==> src/hw/rtl/prss_pkg.sv <==
package prss_pkg;

    // Field widths of the input and result words
    localparam int BASE_W  = 52;
    localparam int COUNT_W = 41;
    localparam int IDX_W   = 3;
    localparam int RBASE_W = 53;
    localparam int PAGES_W = 41;
    localparam int BYTES_W = 31;

    // Physical address bits honored in base_address
    localparam int ADDR_BITS = 52;

    localparam logic [BASE_W-1:0] ADDR_MASK =
        (ADDR_BITS >= BASE_W) ? {BASE_W{1'b1}} :
        BASE_W'((64'd1 << ADDR_BITS) - 64'd1);

    // Page count saturation limit: 2^40 pages
    localparam logic [COUNT_W-1:0] MAX_PAGES = COUNT_W'(64'd1 << 40);

    // Page sizes in bytes
    localparam logic [BYTES_W-1:0] BYTES_4K = BYTES_W'(32'd4096);
    localparam logic [BYTES_W-1:0] BYTES_2M = BYTES_W'(32'd2097152);
    localparam logic [BYTES_W-1:0] BYTES_1G = BYTES_W'(32'd1073741824);

    // Run codes in emit order
    localparam int RUN_COUNT = 5;
    localparam logic [IDX_W-1:0] RUN_1G_MID  = 3'd0;
    localparam logic [IDX_W-1:0] RUN_2M_LOW  = 3'd1;
    localparam logic [IDX_W-1:0] RUN_2M_HIGH = 3'd2;
    localparam logic [IDX_W-1:0] RUN_4K_HEAD = 3'd3;
    localparam logic [IDX_W-1:0] RUN_4K_TAIL = 3'd4;

    typedef struct packed {
        logic [RBASE_W-1:0] base;
        logic [PAGES_W-1:0] pages;
        logic [BYTES_W-1:0] bytes;
    } run_t;

    // Range bounds after the address add stage
    typedef struct packed {
        logic [RBASE_W-1:0] s;
        logic [RBASE_W-1:0] e;
        logic [RBASE_W-1:0] u2;
        logic [RBASE_W-1:0] d2;
        logic [RBASE_W-1:0] u1;
        logic [RBASE_W-1:0] d1;
    } bounds_t;

endpackage

==> src/hw/rtl/page_range_size_splitter.sv <==
// Page range size splitter.
// Input stream (s_*): one word per range, base_address and page_count.
// Output stream (m_*): five words per range, run 0 (1GB middle), run 1
// (lower 2MB), run 2 (upper 2MB), run 3 (4KB head), run 4 (4KB tail);
// m_tlast marks run 4. Unused runs carry zero base, pages and page bytes.
// Pipeline: input register, bounds register (end address and 2MB/1GB
// roundings), run bank register holding all five runs, then the bank is
// read out one run per cycle by a run counter while m_tready is high.
// The first run is valid once the range has passed the input, bounds
// and run bank registers.
// The output channel moves one run per cycle while m_tready is high and
// so sets the rate of ranges; the input and bounds registers take the
// next ranges while the bank is still being read out.
// Reset clears all valid flags and the run counter; no word is pending.
// When the receiver holds m_tready low, the current run stays on m_tdata,
// and the bounds and input registers fill up before s_tready drops.
module page_range_size_splitter
    import prss_pkg::*;
(
    input  logic         clk,
    input  logic         rst_n,
    input  logic         s_tvalid,
    output logic         s_tready,
    // [51:0] base_address, [92:52] page_count, [95:93] zero
    input  logic [95:0]  s_tdata,
    output logic         m_tvalid,
    input  logic         m_tready,
    // [2:0] run_index, [55:3] run_base, [96:56] run_pages,
    // [127:97] run_page_bytes
    output logic [127:0] m_tdata,
    output logic         m_tlast
);

    // Input stage
    logic                 in_valid_reg;
    logic [RBASE_W-1:0]   start_reg;
    logic [COUNT_W-1:0]   count_reg;
    logic [RBASE_W-1:0]   start_next;
    logic [COUNT_W-1:0]   count_next;

    // Bounds stage
    logic                 bnd_valid_reg;
    bounds_t              bnd_reg;
    bounds_t              bnd_next;

    // Run bank and readout
    logic                 bank_valid_reg;
    run_t                 bank_reg [RUN_COUNT];
    run_t                 bank_next [RUN_COUNT];
    logic [IDX_W-1:0]     cnt_reg;

    logic                 out_fire;
    logic                 out_done;
    logic                 bank_load;
    logic                 bnd_load;
    logic                 in_load;

    logic [BASE_W-1:0]    in_base;
    logic [COUNT_W-1:0]   in_count;
    logic [RBASE_W-1:0]   mask_2m;
    logic [RBASE_W-1:0]   mask_1g;
    logic                 cross_2m;
    logic                 cross_1g;
    logic [RBASE_W-1:0]   diff_mid;
    logic [RBASE_W-1:0]   diff_low;
    logic [RBASE_W-1:0]   diff_high;
    logic [RBASE_W-1:0]   diff_span;
    logic [RBASE_W-1:0]   diff_head;
    logic [RBASE_W-1:0]   diff_tail;
    run_t                 cur_run;

    // Handshake chain
    assign out_fire  = m_tvalid && m_tready;
    assign out_done  = out_fire && (cnt_reg == RUN_4K_TAIL);
    assign bank_load = bnd_valid_reg && (!bank_valid_reg || out_done);
    assign bnd_load  = in_valid_reg && (!bnd_valid_reg || bank_load);
    assign in_load   = s_tvalid && s_tready;
    assign s_tready  = !in_valid_reg || bnd_load;

    // Mask the base to the page grid, saturate the count
    assign in_base  = s_tdata[BASE_W-1:0];
    assign in_count = s_tdata[BASE_W+COUNT_W-1:BASE_W];

    always_comb
    begin
        start_next = {1'b0, in_base & ADDR_MASK & ~BASE_W'(12'hFFF)};
        count_next = (in_count > MAX_PAGES) ? MAX_PAGES : in_count;
    end

    // End address and roundings to 2MB and 1GB
    assign mask_2m = ~RBASE_W'(21'h1FFFFF);
    assign mask_1g = ~RBASE_W'(30'h3FFFFFFF);

    always_comb
    begin
        bnd_next.s  = start_reg;
        bnd_next.e  = start_reg + {count_reg, 12'h000};
        bnd_next.u2 = (start_reg + RBASE_W'(21'h1FFFFF)) & mask_2m;
        bnd_next.d2 = bnd_next.e & mask_2m;
        bnd_next.u1 = (start_reg + RBASE_W'(30'h3FFFFFFF)) & mask_1g;
        bnd_next.d1 = bnd_next.e & mask_1g;
    end

    // Split into the five runs
    always_comb
    begin
        cross_2m  = bnd_reg.u2 <= bnd_reg.d2;
        cross_1g  = bnd_reg.u1 <= bnd_reg.d1;
        diff_mid  = bnd_reg.d1 - bnd_reg.u1;
        diff_low  = bnd_reg.u1 - bnd_reg.u2;
        diff_high = bnd_reg.d2 - bnd_reg.d1;
        diff_span = bnd_reg.d2 - bnd_reg.u2;
        diff_head = bnd_reg.u2 - bnd_reg.s;
        diff_tail = bnd_reg.e - bnd_reg.d2;

        for (int k = 0; k < RUN_COUNT; k++)
        begin
            bank_next[k] = '0;
        end

        if (cross_2m)
        begin
            if (cross_1g)
            begin
                bank_next[RUN_1G_MID].base   = bnd_reg.u1;
                bank_next[RUN_1G_MID].pages  = PAGES_W'(diff_mid[RBASE_W-1:30]);
                bank_next[RUN_1G_MID].bytes  = BYTES_1G;
                bank_next[RUN_2M_LOW].base   = bnd_reg.u2;
                bank_next[RUN_2M_LOW].pages  = PAGES_W'(diff_low[RBASE_W-1:21]);
                bank_next[RUN_2M_LOW].bytes  = BYTES_2M;
                bank_next[RUN_2M_HIGH].base  = bnd_reg.d1;
                bank_next[RUN_2M_HIGH].pages = PAGES_W'(diff_high[RBASE_W-1:21]);
                bank_next[RUN_2M_HIGH].bytes = BYTES_2M;
            end
            else
            begin
                bank_next[RUN_2M_HIGH].base  = bnd_reg.u2;
                bank_next[RUN_2M_HIGH].pages = PAGES_W'(diff_span[RBASE_W-1:21]);
                bank_next[RUN_2M_HIGH].bytes = BYTES_2M;
            end
            bank_next[RUN_4K_HEAD].base  = bnd_reg.s;
            bank_next[RUN_4K_HEAD].pages = diff_head[RBASE_W-1:12];
            bank_next[RUN_4K_HEAD].bytes = BYTES_4K;
            bank_next[RUN_4K_TAIL].base  = bnd_reg.d2;
            bank_next[RUN_4K_TAIL].pages = diff_tail[RBASE_W-1:12];
            bank_next[RUN_4K_TAIL].bytes = BYTES_4K;
        end
        else
        begin
            bank_next[RUN_4K_TAIL].base  = bnd_reg.s;
            bank_next[RUN_4K_TAIL].pages = PAGES_W'(bnd_reg.e[RBASE_W-1:12] -
                                                    bnd_reg.s[RBASE_W-1:12]);
            bank_next[RUN_4K_TAIL].bytes = BYTES_4K;
        end
    end

    // Control registers
    always_ff @(posedge clk or negedge rst_n)
    begin
        if (!rst_n)
        begin
            in_valid_reg   <= 1'b0;
            bnd_valid_reg  <= 1'b0;
            bank_valid_reg <= 1'b0;
            cnt_reg        <= RUN_1G_MID;
        end
        else
        begin
            if (in_load)
            begin
                in_valid_reg <= 1'b1;
            end
            else if (bnd_load)
            begin
                in_valid_reg <= 1'b0;
            end

            if (bnd_load)
            begin
                bnd_valid_reg <= 1'b1;
            end
            else if (bank_load)
            begin
                bnd_valid_reg <= 1'b0;
            end

            if (bank_load)
            begin
                bank_valid_reg <= 1'b1;
                cnt_reg        <= RUN_1G_MID;
            end
            else if (out_done)
            begin
                bank_valid_reg <= 1'b0;
                cnt_reg        <= RUN_1G_MID;
            end
            else if (out_fire)
            begin
                cnt_reg <= cnt_reg + 3'd1;
            end
        end
    end

    // Payload registers
    always_ff @(posedge clk)
    begin
        if (in_load)
        begin
            start_reg <= start_next;
            count_reg <= count_next;
        end
        if (bnd_load)
        begin
            bnd_reg <= bnd_next;
        end
        if (bank_load)
        begin
            for (int k = 0; k < RUN_COUNT; k++)
            begin
                bank_reg[k] <= bank_next[k];
            end
        end
    end

    // Read out the current run
    assign cur_run  = bank_reg[cnt_reg];
    assign m_tvalid = bank_valid_reg;
    assign m_tlast  = (cnt_reg == RUN_4K_TAIL);
    assign m_tdata  = {cur_run.bytes, cur_run.pages, cur_run.base, cnt_reg};

    // Run counter stays within the five runs
    assert property (@(posedge clk) disable iff (!rst_n)
        cnt_reg <= RUN_4K_TAIL)
    else $error("run counter out of range");

    // A freshly loaded bank starts at the first run
    assert property (@(posedge clk) disable iff (!rst_n)
        bank_load |=> (cnt_reg == RUN_1G_MID) && bank_valid_reg)
    else $error("bank load did not restart readout");

    // Bank drains when the last run leaves and nothing waits behind it
    assert property (@(posedge clk) disable iff (!rst_n)
        (out_done && !bnd_valid_reg) |=> !bank_valid_reg)
    else $error("bank still valid after last run");

    // The tail run is always a 4KB run
    assert property (@(posedge clk) disable iff (!rst_n)
        (m_tvalid && m_tlast) |-> (cur_run.bytes == BYTES_4K))
    else $error("tail run not 4KB");

    // A used 1GB run always comes with an upper 2MB run
    assert property (@(posedge clk) disable iff (!rst_n)
        (bank_valid_reg && (bank_reg[RUN_1G_MID].bytes != '0)) |->
        (bank_reg[RUN_2M_HIGH].bytes == BYTES_2M))
    else $error("1GB run without upper 2MB run");

endmodule
==> config.mk <==
export PLATFORM = sky130hd
export DESIGN_NAME = page_range_size_splitter
export DESIGN_NICKNAME = d
export VERILOG_FILES = /design/src/hw/rtl/prss_pkg.sv /design/src/hw/rtl/page_range_size_splitter.sv
export SDC_FILE = /design/constraint.sdc
export NUM_CORES = 1
export LEC_CHECK = 0
export ABC_AREA = 1
export ABC_CLOCK_PERIOD_IN_PS = 10500
export CAP_MARGIN = 15
export CORE_ASPECT_RATIO = 0.5
export CORE_MARGIN = 2
export CORE_UTILIZATION = 40
export CTS_CLUSTER_SIZE = 20
export DETAILED_ROUTE_END_ITERATION = 12
export DONT_BUFFER_PORTS = 1
export PLACE_DENSITY = 0.51
export SLEW_MARGIN = 20
export SYNTH_ARGS = -nofsm -noshare
export SYNTH_HDL_FRONTEND = slang
export SYNTH_SLANG_ARGS = --single-unit
export TNS_END_PERCENT = 5
==> constraint.sdc <==
create_clock -name clk -period 10.5 [get_ports clk]
set_clock_uncertainty 0.15 [all_clocks]
set_input_delay 0.525 -clock clk [delete_from_list [all_inputs] [get_ports clk]]
set_output_delay 0.525 -clock clk [all_outputs]
set_load 0.01 [all_outputs]
==> metrics.md <==
| Metric | Value |
|---|---|
| Most common library cells after synthesis | 1423 x sky130_fd_sc_hd__nand2_1, 737 x sky130_fd_sc_hd__inv_1, 716 x sky130_fd_sc_hd__nor2_1, 554 x sky130_fd_sc_hd__edfxtp_1, 293 x sky130_fd_sc_hd__nand3_1 |
| Launching element type of the critical path | register |
| Nets | 5328 |
| Setup-failing EPs final | 0 |
| Sum of overflow across all layers after global routing | 0 |
| Vias after detailed routing | 35177 |
| Cell types with the largest area share after synthesis | sky130_fd_sc_hd__edfxtp_1 44%, sky130_fd_sc_hd__nand2_1 14%, sky130_fd_sc_hd__inv_1 7.3% |
| GR Util All Layers | 0.352 |
| Fraction of registers with async set or reset after synthesis | 0.0107 |
| Tightest slew margin relative to the limit | 0.245 |
| Crit-path slowest cell | sky130_fd_sc_hd__edfxtp_1 |
| Post-layout util | 0.449 |
| Capture point of the worst reg-to-reg path | bank_reg[4][68] |
| Kind of path behind the tightest hold check | in -> reg |
| Die Height | 222 um |
| Ports placed on the boundary | 231 |
| Final number of hold-violating endpoints | 0 |
| Total core area | 93400 um^2 |
| Leading register cell type out of synthesis | sky130_fd_sc_hd__edfxtp_1 |
| Final setup TNS | 0 ns |
| Cell breakdown of the critical path | inv_1, ha_1, nand2_1, nand2_1, nand2_1, nand2_1, a21oi_2, nor2_1, nor2_1, nand2_8, buf_4, inv_2, buf_4, nand2_1, nor2_1 |
| Vias per inst | 5.55 |
| Die footprint | 97400 um^2 |
| Worst R2R Setup Slack | 5.02 ns |
| P&R area growth vs syn | 10.7% |
| Longest Clk Path Bufs | 3 |
| Clock root buffer | sky130_fd_sc_hd__clkbuf_16 |
| Share of final-layout standard cells stronger than drive strength 1 | 0.0368 |
| Most used standard cell by instance count after synthesis | sky130_fd_sc_hd__nand2_1 |
| RSZ-0062 raised after global routing | no |
| Distinct cell type count of the synthesized netlist | 49 |
| P_leak | 18.8 nW |
| Launching point of the worst reg2reg path | bnd_reg[197] |
| Average wire length per cell after detail routing | 27.5 um |
| Path type of the worst setup path | reg -> reg |
| First-pass GRT wire length | 241000 um |
| Slew of the pin with the lowest slew margin | 1.13 ns |
| Syn Std Cell Area | 37900 um^2 |
| Total of cells resized after clock tree synthesis | 0 |
| Half-perimeter wire length after detailed placement | 138000 um |
| Outcome | finished clean |
| Worst hold slack | 0.0230 ns |
| Clock-pin slew on the worst setup and hold paths | 0.08 ns |
| Largest incremental delay on the critical path | 0.75 ns |
| Min-delay src | s_tdata[53] |
| Vias in the first global route | 32232 |
| Total Wirelength | 174000 um |
| Required time reported for the critical path endpoint | 10.83 ns |
| Maximum resistive drop on vdd | 191 uV |
| Library cell appearing most often on the critical path | sky130_fd_sc_hd__nand2_1 |
| Largest register FFs | 337 |
| Placed Cells | 6144 |
| Worst Hold Path Cells | 2 |
| Number of buffers added by the clock tree synthesis step | 58 |
| Power per unit of standard cell area | 247 nW/um^2 |
| Worst-case reg-to-reg path depth | 15 |
| Worst-case hold path end point | count_reg[1] |
| Shortest clock period the worst path allows after layout | 5.48 ns |
| Total clock sinks | 560 |
| Synth Instances | 4948 |
| Area share of the largest cell type after synthesis | 0.439 |
| Antenna violation net count after detailed routing | 0 |
| Insertion delay to the later sink of the worst-skew pair | 0.70 ns |
| Remaining design rule violation count | 0 |
| Share of the yosys chip area belonging to registers | 0.443 |
| Pin count of the biggest net entering global routing | 120 |
| Upper clock frequency limit | 183 MHz |
| Pwr Total | 10.4 mW |
| CTS tree | built |
| Starting Density | 0.406 |
| Floorplan row count | 79 |
| Fraction of the cycle the final worst path needs | 0.522 |
| Buffers on Ports | 0 |
| Max-capacitance violation count | 0 |
| Initial drt markers | 4651 |
| Number of synthesized flops with an enable pin | 554 |
| Floorplan die width | 439 um |
| Max-slew violation count | 0 |
| Post-Syn Area per Cell | 7.66 um^2 |
| Data arrival time at the worst-slack endpoint | 5.81 ns |
| Library cell with the largest summed area after synthesis | sky130_fd_sc_hd__edfxtp_1 |
| Crit-path max FO | 95 |
| Post-Layout Cell Count | 6341 |
| Placer's final routability congestion estimate | 1.02 |
| Synth warnings | 0 |
| Antenna violations before repair | 15 |
| First-pass iteration count of the detailed router | 6 |
| H-Tree Depth | 2 |
| Post-synthesis register bit count | 560 |
| CP Capture Type | register |
## per-layer routing
layer | global-route usage | share of wire | vias up
met5 | 0 | 0.000063 | -
met4 | 0.0816 | 0.025 | 2
met3 | 0.0832 | 0.11 | 194
met2 | 0.499 | 0.40 | 1748
met1 | 0.535 | 0.46 | 17043
li1 | - | - | 16190
## kinds of logic (layout without fill, tap and decap cells)
family | after synthesis | after routing | share of synthesized area
AOI/OAI and AO/OA | 550 | 550 | 0.0819
xor gates and xnor gates | 138 | 138 | 0.0319
adders and majority gates | 196 | 196 | 0.0655
buffers and inverters | 885 | 979 | 0.0958
DFF | 560 | 560 | 0.443
other | 1 | 45 | 0.0000989
and+or+nand+nor | 2618 | 2618 | 0.282
## layout make-up
cell class                      count  area [um^2]
Fill cell                        9494        51500
Multi-Input combinational cell   3542        17700
Sequential cell                   560        16800
Inverter                          746         2810
Tap cell                         1255         1570
Clock buffer                       63         1470
Timing Repair Buffer              124         1140
Clock inverter                     46          468
Antenna cell                        5         12.5
## power by group
group          switching (mW)  internal [mW]  leakage, nW
logic                    3.58           1.18         12.7
registers               0.334           3.02         5.18
clock network            1.05           1.20        0.924
total                    4.96           5.39         18.8
## placed cells by master (no fill, tap or decap), drive strengths merged, types with 62 or more instances in the layout
cell type	instances
a21oi	286
inv	753
o21ai	133
nand2	1431
clkbuf	63
edfxtp	554
xor2	91
nand3	293
nor2	731
nand4	62
ha	192
dlygate4sd3	83
## worst max-delay path, delay by kind of cell, from the launching register on
family	cells	cell delay, ns
buf+inv	4	2.23
compound gates	1	0.19
flops	1	0.75
simple gates	9	1.40
fa+ha+maj	1	0.42
## worst max path at each step
| stage | start | endpoint | slack [ns] | depth (start not counted) |
|---|---|---|---|---|
| floorplan | cnt_reg[1] | bank_reg[0][102] | 1.93 | 9 |
| global placement | bnd_reg[197] | bank_reg[0][43] | 5.17 | 14 |
| detailed placement | bnd_reg[197] | bank_reg[0][43] | 5.19 | 14 |
| CTS | bnd_reg[197] | bank_reg[0][43] | 5.17 | 14 |
| global route | bnd_reg[183] | bank_reg[0][43] | 4.88 | 13 |
| finish | bnd_reg[197] | bank_reg[4][68] | 5.02 | 15 |
## per-stage QoR
step	instance area [um^2]	worst slack (ns)
2_1_floorplan	38100	1.93
3_3_place_gp	39200	5.17
3_5_place_dp	39200	5.19
4_1_cts	41900	5.17
5_1_grt	41900	4.88
6_report	41900	5.02
## what timing repair did
| action | CTS | global route |
|---|---|---|
| hold buffers | 83 | 0 |
| endpoints found under the hold margin | 87 | 0 |
| buffers inserted | 0 | 0 |
(Power assumes the default switching activity.)
